File: src/sv/rc4_pkg.sv
`timescale 1ns / 1ps
// ----------------------------------------------------------------------------
// RC4 package
// Shared widths, configuration register indexes, sequencer states and the
// key information passed from the key register file to the core.
// ----------------------------------------------------------------------------
package rc4_pkg;

    localparam int DATA_W        = 8;
    localparam int S_DEPTH       = 256;
    localparam int S_ADDR_W      = $clog2(S_DEPTH);

    localparam int MAX_KEY_BYTES = 32;
    localparam int KEY_REGS      = 4;
    localparam int KEY_REG_W     = 64;
    localparam int KEY_TOTAL     = KEY_REGS * (KEY_REG_W / DATA_W);
    localparam int KEY_CAP       = (MAX_KEY_BYTES < KEY_TOTAL) ? MAX_KEY_BYTES : KEY_TOTAL;
    localparam int KEY_IDX_W     = $clog2(KEY_TOTAL);
    localparam int KEY_SEL_W     = $clog2(KEY_REGS);
    localparam int KEY_BYTE_SEL_W = $clog2(KEY_REG_W / DATA_W);
    localparam int KEY_LEN_W     = 6;

    localparam int CFG_IDX_W     = 3;
    localparam int CFG_DATA_W    = KEY_REG_W;

    // register indexes: the key words occupy indexes 0 to KEY_REGS-1
    localparam logic [CFG_IDX_W-1:0] CFG_KEY_FIRST = CFG_IDX_W'(0);
    localparam logic [CFG_IDX_W-1:0] CFG_KEY_LEN   = CFG_IDX_W'(KEY_REGS);

    typedef enum logic [10:0] {
        ST_IDLE   = 11'b000_0000_0001,
        ST_INIT   = 11'b000_0000_0010,
        ST_K_RD_N = 11'b000_0000_0100,
        ST_K_RD_J = 11'b000_0000_1000,
        ST_K_WR_N = 11'b000_0001_0000,
        ST_K_WR_J = 11'b000_0010_0000,
        ST_P_RD_I = 11'b000_0100_0000,
        ST_P_RD_J = 11'b000_1000_0000,
        ST_P_WR_I = 11'b001_0000_0000,
        ST_P_WR_J = 11'b010_0000_0000,
        ST_P_HOLD = 11'b100_0000_0000
    } t_state;

    typedef struct packed {
        logic [DATA_W-1:0]    key_byte;
        logic [KEY_IDX_W-1:0] len_m1;
    } t_key_info;

endpackage

File: src/sv/rc4_ram.sv
`timescale 1ns / 1ps
// ----------------------------------------------------------------------------
// Generic RAM
// One write port and one read port, read data registered.
// A read at the address being written returns the old contents.
// ----------------------------------------------------------------------------
module rc4_ram #(
    parameter int WIDTH = 8,
    parameter int DEPTH = 256
) (
    input  logic                     i_clk,
    input  logic                     i_we,
    input  logic [$clog2(DEPTH)-1:0] i_waddr,
    input  logic [WIDTH-1:0]         i_wdata,
    input  logic [$clog2(DEPTH)-1:0] i_raddr,
    output logic [WIDTH-1:0]         o_rdata
);

    logic [WIDTH-1:0] r_mem [DEPTH];
    logic [WIDTH-1:0] r_rdata;

    always_ff @(posedge i_clk) begin
        if (i_we) begin
            r_mem[i_waddr] <= i_wdata;
        end
        r_rdata <= r_mem[i_raddr];
    end

    assign o_rdata = r_rdata;

endmodule

File: src/sv/rc4_key_regs.sv
`timescale 1ns / 1ps
// ----------------------------------------------------------------------------
// RC4 key register file
// Holds the key words and key length written through the configuration
// port, selects the key byte for the scheduling pass and saturates the length.
// ----------------------------------------------------------------------------
module rc4_key_regs (
    input  logic                               i_clk,
    input  logic                               i_rst_n,
    input  logic                               i_cfg_we,
    input  logic [rc4_pkg::CFG_IDX_W-1:0]      i_cfg_index,
    input  logic [rc4_pkg::CFG_DATA_W-1:0]     i_cfg_data,
    input  logic [rc4_pkg::KEY_IDX_W-1:0]      i_key_idx,
    output rc4_pkg::t_key_info                 o_key
);

    logic [rc4_pkg::KEY_REG_W-1:0] r_key [rc4_pkg::KEY_REGS];
    logic [rc4_pkg::KEY_LEN_W-1:0] r_len;

    logic [rc4_pkg::KEY_SEL_W-1:0]      w_reg_sel;
    logic [rc4_pkg::KEY_BYTE_SEL_W-1:0] w_byte_sel;
    logic [rc4_pkg::KEY_REG_W-1:0]      w_word;

    always_ff @(posedge i_clk) begin
        if (!i_rst_n) begin
            for (int k = 0; k < rc4_pkg::KEY_REGS; k++) begin
                r_key[k] <= '0;
            end
            r_len <= rc4_pkg::KEY_LEN_W'(1);
        end else if (i_cfg_we) begin
            if (i_cfg_index == rc4_pkg::CFG_KEY_LEN) begin
                r_len <= i_cfg_data[rc4_pkg::KEY_LEN_W-1:0];
            end else if (i_cfg_index < rc4_pkg::CFG_KEY_LEN &&
                         i_cfg_index >= rc4_pkg::CFG_KEY_FIRST) begin
                r_key[rc4_pkg::KEY_SEL_W'(i_cfg_index - rc4_pkg::CFG_KEY_FIRST)] <=
                    i_cfg_data;
            end
        end
    end

    assign w_reg_sel  = i_key_idx[rc4_pkg::KEY_IDX_W-1:rc4_pkg::KEY_BYTE_SEL_W];
    assign w_byte_sel = i_key_idx[rc4_pkg::KEY_BYTE_SEL_W-1:0];
    assign w_word     = r_key[w_reg_sel];

    always_comb begin
        o_key.key_byte = w_word[w_byte_sel*rc4_pkg::DATA_W +: rc4_pkg::DATA_W];
        // zero length acts as one, anything past the cap saturates
        if (r_len == '0) begin
            o_key.len_m1 = '0;
        end else if (r_len > rc4_pkg::KEY_LEN_W'(rc4_pkg::KEY_CAP)) begin
            o_key.len_m1 = rc4_pkg::KEY_IDX_W'(rc4_pkg::KEY_CAP - 1);
        end else begin
            o_key.len_m1 = rc4_pkg::KEY_IDX_W'(r_len - rc4_pkg::KEY_LEN_W'(1));
        end
    end

endmodule

File: src/sv/rc4_core.sv
`timescale 1ns / 1ps
// ----------------------------------------------------------------------------
// RC4 core sequencer
// Drives the permutation RAM through key scheduling and the keystream step,
// and holds the output register of the result channel.
// ----------------------------------------------------------------------------
module rc4_core (
    input  logic                              i_clk,
    input  logic                              i_rst_n,
    input  logic                              i_in_valid,
    output logic                              o_in_ready,
    input  logic [rc4_pkg::DATA_W-1:0]        i_data_byte,
    input  logic                              i_start_message,
    output logic                              o_out_valid,
    input  logic                              i_out_ready,
    output logic [rc4_pkg::DATA_W-1:0]        o_out_byte,
    output logic [rc4_pkg::KEY_IDX_W-1:0]     o_key_idx,
    input  rc4_pkg::t_key_info                i_key,
    output logic                              o_ram_we,
    output logic [rc4_pkg::S_ADDR_W-1:0]      o_ram_waddr,
    output logic [rc4_pkg::DATA_W-1:0]        o_ram_wdata,
    output logic [rc4_pkg::S_ADDR_W-1:0]      o_ram_raddr,
    input  logic [rc4_pkg::DATA_W-1:0]        i_ram_rdata
);

    rc4_pkg::t_state r_state, n_state;

    logic [rc4_pkg::S_ADDR_W-1:0]  r_i, n_i;
    logic [rc4_pkg::S_ADDR_W-1:0]  r_j, n_j;
    logic [rc4_pkg::S_ADDR_W-1:0]  r_n, n_n;
    logic [rc4_pkg::KEY_IDX_W-1:0] r_kidx, n_kidx;
    logic [rc4_pkg::DATA_W-1:0]    r_sx, n_sx;
    logic [rc4_pkg::DATA_W-1:0]    r_sy, n_sy;
    logic                          r_fwd_i, n_fwd_i;
    logic                          r_fwd_j, n_fwd_j;
    logic [rc4_pkg::DATA_W-1:0]    r_data, n_data;
    logic [rc4_pkg::DATA_W-1:0]    r_res, n_res;
    logic                          r_out_valid, n_out_valid;
    logic [rc4_pkg::DATA_W-1:0]    r_out_byte, n_out_byte;

    logic [rc4_pkg::S_ADDR_W-1:0]  w_sum;
    logic [rc4_pkg::DATA_W-1:0]    w_ks;
    logic [rc4_pkg::DATA_W-1:0]    w_res;
    logic                          w_out_free;

    assign w_out_free = !r_out_valid || i_out_ready;
    assign w_sum      = rc4_pkg::S_ADDR_W'(r_sx + i_ram_rdata);
    // the sum was read while S[i] was being written and before S[j] was
    assign w_ks  = r_fwd_i ? r_sy : (r_fwd_j ? r_sx : i_ram_rdata);
    assign w_res = r_data ^ w_ks;

    always_comb begin
        n_state     = r_state;
        n_i         = r_i;
        n_j         = r_j;
        n_n         = r_n;
        n_kidx      = r_kidx;
        n_sx        = r_sx;
        n_sy        = r_sy;
        n_fwd_i     = r_fwd_i;
        n_fwd_j     = r_fwd_j;
        n_data      = r_data;
        n_res       = r_res;
        n_out_valid = r_out_valid && !i_out_ready;
        n_out_byte  = r_out_byte;
        o_in_ready  = 1'b0;
        o_ram_we    = 1'b0;
        o_ram_waddr = r_n;
        o_ram_wdata = r_n;
        o_ram_raddr = r_n;

        case (r_state)
            rc4_pkg::ST_IDLE: begin
                o_in_ready = 1'b1;
                if (i_in_valid) begin
                    n_data = i_data_byte;
                    if (i_start_message) begin
                        n_n     = '0;
                        n_state = rc4_pkg::ST_INIT;
                    end else begin
                        n_i         = r_i + 1'b1;
                        o_ram_raddr = r_i + 1'b1;
                        n_state     = rc4_pkg::ST_P_RD_J;
                    end
                end
            end
            rc4_pkg::ST_INIT: begin
                // identity fill, one entry a cycle
                o_ram_we = 1'b1;
                n_n      = r_n + 1'b1;
                if (r_n == '1) begin
                    n_j     = '0;
                    n_kidx  = '0;
                    n_state = rc4_pkg::ST_K_RD_N;
                end
            end
            rc4_pkg::ST_K_RD_N: begin
                n_state = rc4_pkg::ST_K_RD_J;
            end
            rc4_pkg::ST_K_RD_J: begin
                n_j         = rc4_pkg::S_ADDR_W'(r_j + i_ram_rdata + i_key.key_byte);
                n_sx        = i_ram_rdata;
                o_ram_raddr = n_j;
                n_state     = rc4_pkg::ST_K_WR_N;
            end
            rc4_pkg::ST_K_WR_N: begin
                o_ram_we    = 1'b1;
                o_ram_wdata = i_ram_rdata;
                n_state     = rc4_pkg::ST_K_WR_J;
            end
            rc4_pkg::ST_K_WR_J: begin
                o_ram_we    = 1'b1;
                o_ram_waddr = r_j;
                o_ram_wdata = r_sx;
                n_n         = r_n + 1'b1;
                n_kidx      = (r_kidx == i_key.len_m1) ? '0 : r_kidx + 1'b1;
                if (r_n == '1) begin
                    n_i     = '0;
                    n_j     = '0;
                    n_state = rc4_pkg::ST_P_RD_I;
                end else begin
                    n_state = rc4_pkg::ST_K_RD_N;
                end
            end
            rc4_pkg::ST_P_RD_I: begin
                n_i         = r_i + 1'b1;
                o_ram_raddr = r_i + 1'b1;
                n_state     = rc4_pkg::ST_P_RD_J;
            end
            rc4_pkg::ST_P_RD_J: begin
                n_j         = rc4_pkg::S_ADDR_W'(r_j + i_ram_rdata);
                n_sx        = i_ram_rdata;
                o_ram_raddr = n_j;
                n_state     = rc4_pkg::ST_P_WR_I;
            end
            rc4_pkg::ST_P_WR_I: begin
                o_ram_we    = 1'b1;
                o_ram_waddr = r_i;
                o_ram_wdata = i_ram_rdata;
                o_ram_raddr = w_sum;
                n_sy        = i_ram_rdata;
                n_fwd_i     = (w_sum == r_i);
                n_fwd_j     = (w_sum == r_j);
                n_state     = rc4_pkg::ST_P_WR_J;
            end
            rc4_pkg::ST_P_WR_J: begin
                o_ram_we    = 1'b1;
                o_ram_waddr = r_j;
                o_ram_wdata = r_sx;
                if (w_out_free) begin
                    n_out_valid = 1'b1;
                    n_out_byte  = w_res;
                    n_state     = rc4_pkg::ST_IDLE;
                end else begin
                    n_res   = w_res;
                    n_state = rc4_pkg::ST_P_HOLD;
                end
            end
            rc4_pkg::ST_P_HOLD: begin
                // hold the result until the output register frees up
                if (w_out_free) begin
                    n_out_valid = 1'b1;
                    n_out_byte  = r_res;
                    n_state     = rc4_pkg::ST_IDLE;
                end
            end
            default: begin
                n_state = rc4_pkg::ST_IDLE;
            end
        endcase
    end

    always_ff @(posedge i_clk) begin
        if (!i_rst_n) begin
            r_state     <= rc4_pkg::ST_IDLE;
            r_i         <= '0;
            r_j         <= '0;
            r_n         <= '0;
            r_kidx      <= '0;
            r_out_valid <= 1'b0;
        end else begin
            r_state     <= n_state;
            r_i         <= n_i;
            r_j         <= n_j;
            r_n         <= n_n;
            r_kidx      <= n_kidx;
            r_out_valid <= n_out_valid;
        end
    end

    always_ff @(posedge i_clk) begin
        r_sx       <= n_sx;
        r_sy       <= n_sy;
        r_fwd_i    <= n_fwd_i;
        r_fwd_j    <= n_fwd_j;
        r_data     <= n_data;
        r_res      <= n_res;
        r_out_byte <= n_out_byte;
    end

    assign o_out_valid = r_out_valid;
    assign o_out_byte  = r_out_byte;
    assign o_key_idx   = r_kidx;

endmodule

File: src/sv/rc4_stream_cipher.sv
`timescale 1ns / 1ps
// RC4 stream cipher, one byte per transaction: out_byte is data_byte XORed
// with the next keystream byte, so the same block encrypts and decrypts.
// The permutation lives in a 256 x 8 RAM with one write and one registered
// read port. For a plain byte, S[i] is read at the accepting edge. The
// remaining steps read S[j], write S[i] while reading S[S[i]+S[j]], and
// write S[j]. The next byte can be accepted the cycle after the result is
// loaded, so a plain byte is not taken until the one before is through.
// A transaction with start_message set first runs key scheduling from the
// configured key: an identity fill, then mixing with 4 RAM accesses per
// entry, before its own byte goes through the keystream step. A result
// that is not taken holds the sequencer and stalls the input. Every message
// must begin with a flagged transaction; write the key registers while idle.
// ----------------------------------------------------------------------------
// RC4 stream cipher top level
// Key register file, permutation RAM and sequencer core.
// ----------------------------------------------------------------------------
module rc4_stream_cipher (
    input  logic                            i_clk,
    input  logic                            i_rst_n,
    input  logic                            i_in_valid,
    output logic                            o_in_ready,
    input  logic [rc4_pkg::DATA_W-1:0]      i_data_byte,
    input  logic                            i_start_message,
    output logic                            o_out_valid,
    input  logic                            i_out_ready,
    output logic [rc4_pkg::DATA_W-1:0]      o_out_byte,
    input  logic                            i_cfg_we,
    input  logic [rc4_pkg::CFG_IDX_W-1:0]   i_cfg_index,
    input  logic [rc4_pkg::CFG_DATA_W-1:0]  i_cfg_data
);

    rc4_pkg::t_key_info                w_key;
    logic [rc4_pkg::KEY_IDX_W-1:0]     w_key_idx;
    logic                              w_ram_we;
    logic [rc4_pkg::S_ADDR_W-1:0]      w_ram_waddr;
    logic [rc4_pkg::DATA_W-1:0]        w_ram_wdata;
    logic [rc4_pkg::S_ADDR_W-1:0]      w_ram_raddr;
    logic [rc4_pkg::DATA_W-1:0]        w_ram_rdata;

    rc4_key_regs u_key_regs (
        .i_clk       (i_clk),
        .i_rst_n     (i_rst_n),
        .i_cfg_we    (i_cfg_we),
        .i_cfg_index (i_cfg_index),
        .i_cfg_data  (i_cfg_data),
        .i_key_idx   (w_key_idx),
        .o_key       (w_key)
    );

    rc4_ram #(
        .WIDTH (rc4_pkg::DATA_W),
        .DEPTH (rc4_pkg::S_DEPTH)
    ) u_perm_ram (
        .i_clk   (i_clk),
        .i_we    (w_ram_we),
        .i_waddr (w_ram_waddr),
        .i_wdata (w_ram_wdata),
        .i_raddr (w_ram_raddr),
        .o_rdata (w_ram_rdata)
    );

    rc4_core u_core (
        .i_clk           (i_clk),
        .i_rst_n         (i_rst_n),
        .i_in_valid      (i_in_valid),
        .o_in_ready      (o_in_ready),
        .i_data_byte     (i_data_byte),
        .i_start_message (i_start_message),
        .o_out_valid     (o_out_valid),
        .i_out_ready     (i_out_ready),
        .o_out_byte      (o_out_byte),
        .o_key_idx       (w_key_idx),
        .i_key           (w_key),
        .o_ram_we        (w_ram_we),
        .o_ram_waddr     (w_ram_waddr),
        .o_ram_wdata     (w_ram_wdata),
        .o_ram_raddr     (w_ram_raddr),
        .i_ram_rdata     (w_ram_rdata)
    );

endmodule
File: config.mk
export PLATFORM = sky130hd
export DESIGN_NAME = rc4_stream_cipher
export DESIGN_NICKNAME = d
export VERILOG_FILES = /design/src/sv/rc4_pkg.sv /design/src/sv/rc4_ram.sv /design/src/sv/rc4_key_regs.sv /design/src/sv/rc4_core.sv /design/src/sv/rc4_stream_cipher.sv
export SDC_FILE = /design/constraint.sdc
export NUM_CORES = 2
export LEC_CHECK = 0
export BUFFER_PORTS_ARGS = -buffer_cell sky130_fd_sc_hd__buf_2
export CAP_MARGIN = 20
export CORE_MARGIN = 4
export CORE_UTILIZATION = 45
export CTS_CLUSTER_DIAMETER = 50
export DETAILED_ROUTE_END_ITERATION = 8
export PLACE_DENSITY_LB_ADDON = 0.12
export SYNTH_ARGS = -nofsm -noshare
export SYNTH_HDL_FRONTEND = slang
export SYNTH_SLANG_ARGS = --single-unit
File: constraint.sdc
create_clock -name i_clk -period 8 [get_ports i_clk]
set_input_delay 1.2 -clock i_clk [delete_from_list [all_inputs] [get_ports i_clk]]
set_output_delay 1.2 -clock i_clk [all_outputs]
set_load 0.01 [all_outputs]
==> metrics.cfg <==
[synthesis]
synth_warnings=0
syn_nets=6938
ys.flop_type=edfxtp_1
synth_edf_count=2346
syn_inst=6828
synth_area_leaders=edfxtp_1 (72%), mux2i_1 (4.9%), nand2_1 (4.4%), nor2_1 (2.7%), mux4_2 (1.7%)
yosys-top-cells-count=edfxtp_1 (2,346), nand2_1 (1,154), nor2_1 (706), mux2i_1 (481), nand3_1 (276)
syn_area_mm2=0.09766
synth_top_area_share=0.7214
synth.distinct_cells=93
synth_area_per_cell_um2=14.30
ys_seq_area_frac=0.7331
yosys.cell_count.top_type=edfxtp_1
synthArstFlopShare=0
ys_ff_latch=2403
yosys.area.top_type=edfxtp_1

[floorplan]
die_area_mm2=0.2245
initial_utilization=0.4537
die_h_um=473.9
pin_count=91
die_w_um=473.9
rows=170
core-area_mm2=0.2153

[setup_path]
worstPathMaxFanout=32
critPathKind=register to register
cp-start-kind=register
crit_path_end_kind=register
required_ps=8810
reg2reg_depth=18
arrival_ps=7780

[global_route]
grt_use_total=0.2600
grt_pass1_vias=58590
grt_pass1_wl_um=424000
overflow=0
grt_max_degree=189
antenna_found_initial=10

[placed_design]
dpl.cell_count=9553
place_congestion=0.8870
dpl_worst_slack_ps=1106
hpwl_um=179600
numPortBuffers=90
place_area_mm2=0.1020

[detailed_routing]
firstDrtPassIters=6
drt-total-wl_um=295800
vias=59920
antenna_left=0
wl_per_cell_um=29.44
drc=0
avgViaCountPerCell=5.963
drtIter0Drc=6689

[cells_and_area]
fin_cells=10050
synthToLayoutAreaGrowth_pct=13.56
drive_above_1_share=0.1197
final_area_mm2=0.1109
fin_nets=7117

[clock_network]
path_clk_slew_ps=60
cts_tree=done
root_buffer=clkbuf_16
clock_latency_ps=930
ctsHoldBuffers=0
ctsResizeCount=0
cts_buffer_depth=4
cts_setup_buffers=0
clock_sinks=2403
cts_made_buffers=289
h-tree-depth=5

[sta]
fin_crit_ps=6970
report.final.slew_viol_count=0
post-route-period-util=0.8712
clock_skew_ps=58.75
final_hold_viol_count=0
tightestPinTransition_ps=1299
max_freq_mhz=143.5
slew_headroom=0.1268
grt_setup_unrepaired=false
fin_ws_ps=1030
setup_viol=0
tns_ps=0

[worst_hold_path]
min_path_cells=1
hold_path_class=input port to register
min-delay-start=i_data_byte[7]

[power_and_ir_drop]
p_leak_nw=38.31
ir_worst_vdd_v=0.0004131
power.density_mw_per_mm2=299.5

[job]
maxCapViolations=0

[outcome]
status=complete, no violations

==> cells in the final DEF, fill, tap and decap left out, drive strengths merged, types with 41 or more instances in the layout <==
cell and count:
mux2i 481, nor2 707, and3 43, o21ai 89
a32oi 158, nand2 1158, clkinv 95, nand3 276
o22ai 154, a21oi 154, clkbuf 341, o211ai 67
nand4 80, xnor2 41, buf 299, edfxtp 2346
dfxtp 57, a22oi 41, mux4 75, inv 100
==> per-layer routing <==
layer,vias to the layer above,routed length (um),track usage
li1,26200,-,-
met1,30620,121700,0.3551
met2,2620,138800,0.4130
met3,486,24510,0.05653
met4,0,10760,0.09269
met5,-,0,0
==> final timing paths <==
path	slack [ps]	end
setup / recovery	1030	u_perm_ram.o_rdata[6]
hold / removal	450	u_core.r_data[7]
setup reg to reg	1030	u_perm_ram.o_rdata[6]
hold reg to reg	520	register
==> area by class of cell <==
cell class | instances | area (um^2)
fillers | 18190 | 104400
flip-flops and latches | 2403 | 71600
diodes | 10 | 25.02
inverters | 86 | 322.8
multi-input cells | 3928 | 24090
clock inverters | 143 | 1336
well taps | 2838 | 3551
clock buffers | 341 | 7501
repair buffers | 299 | 2480
==> state kept, by name, summed over array words and instances (netlist names), named ones only <==
signal,count
u_core.r_data,8
u_core.r_n,8
u_core.o_key_idx,5
u_core.o_out_byte,8
u_key_regs.r_key,256
u_key_regs.r_len,6
u_core.r_sy,8
u_perm_ram.o_rdata,8
u_perm_ram.r_mem,2048
u_core.r_fwd_j,1
u_core.r_i,8
u_core.o_out_valid,1
u_core.r_state,11
u_core.r_sx,8
u_core.r_fwd_i,1
u_core.r_res,8
u_core.r_j,8
==> cells by family after synthesis <==
| logic type | Yosys count | synth area share |
|---|---|---|
| flip-flops | 2403 | 0.7331 |
| adder cells (fa/ha/maj) | 31 | 0.004151 |
| XOR/XNOR | 61 | 0.005471 |
| AO/OA/AOI/OAI | 840 | 0.06018 |
| AND/OR/NAND/NOR | 2420 | 0.1048 |
| buffers and inverters | 497 | 0.02339 |
| multiplexers | 576 | 0.06890 |
==> report_power, final <==
group	switching [mW]	internal, mW	leakage, nW
clock network	5.04	7.36	4.30
logic	4.63	1.96	9.07
registers	0.160	14.1	24.9
==> worst max-delay path: stages (launching register included) <==
cell	delay, ps
dfxtp_4	650
mux4_2	590
mux4_2	490
mux2_2	300
ha_1	240
fa_1	560
nand2_1	70
o32ai_2	300
a211oi_4	70
buf_4	220
nand2_8	370
buf_4	470
mux2i_1	270
o22ai_1	80
o21ai_0	730
nand4_1	170
nor4_1	760
buf_4	220
and4bb_1	210
==> stage by stage <==
stage,utilization,hold WS (ps),power (mW)
6_report,0.5152,451.1,33.21
5_1_grt,0.5151,412.0,34.31
4_1_cts,0.5150,393.3,33.35
3_5_place_dp,0.4739,508.4,21.01
3_3_place_gp,0.4737,512.6,20.99
2_1_floorplan,-,477.5,18.62
(Power assumes the default switching activity.)
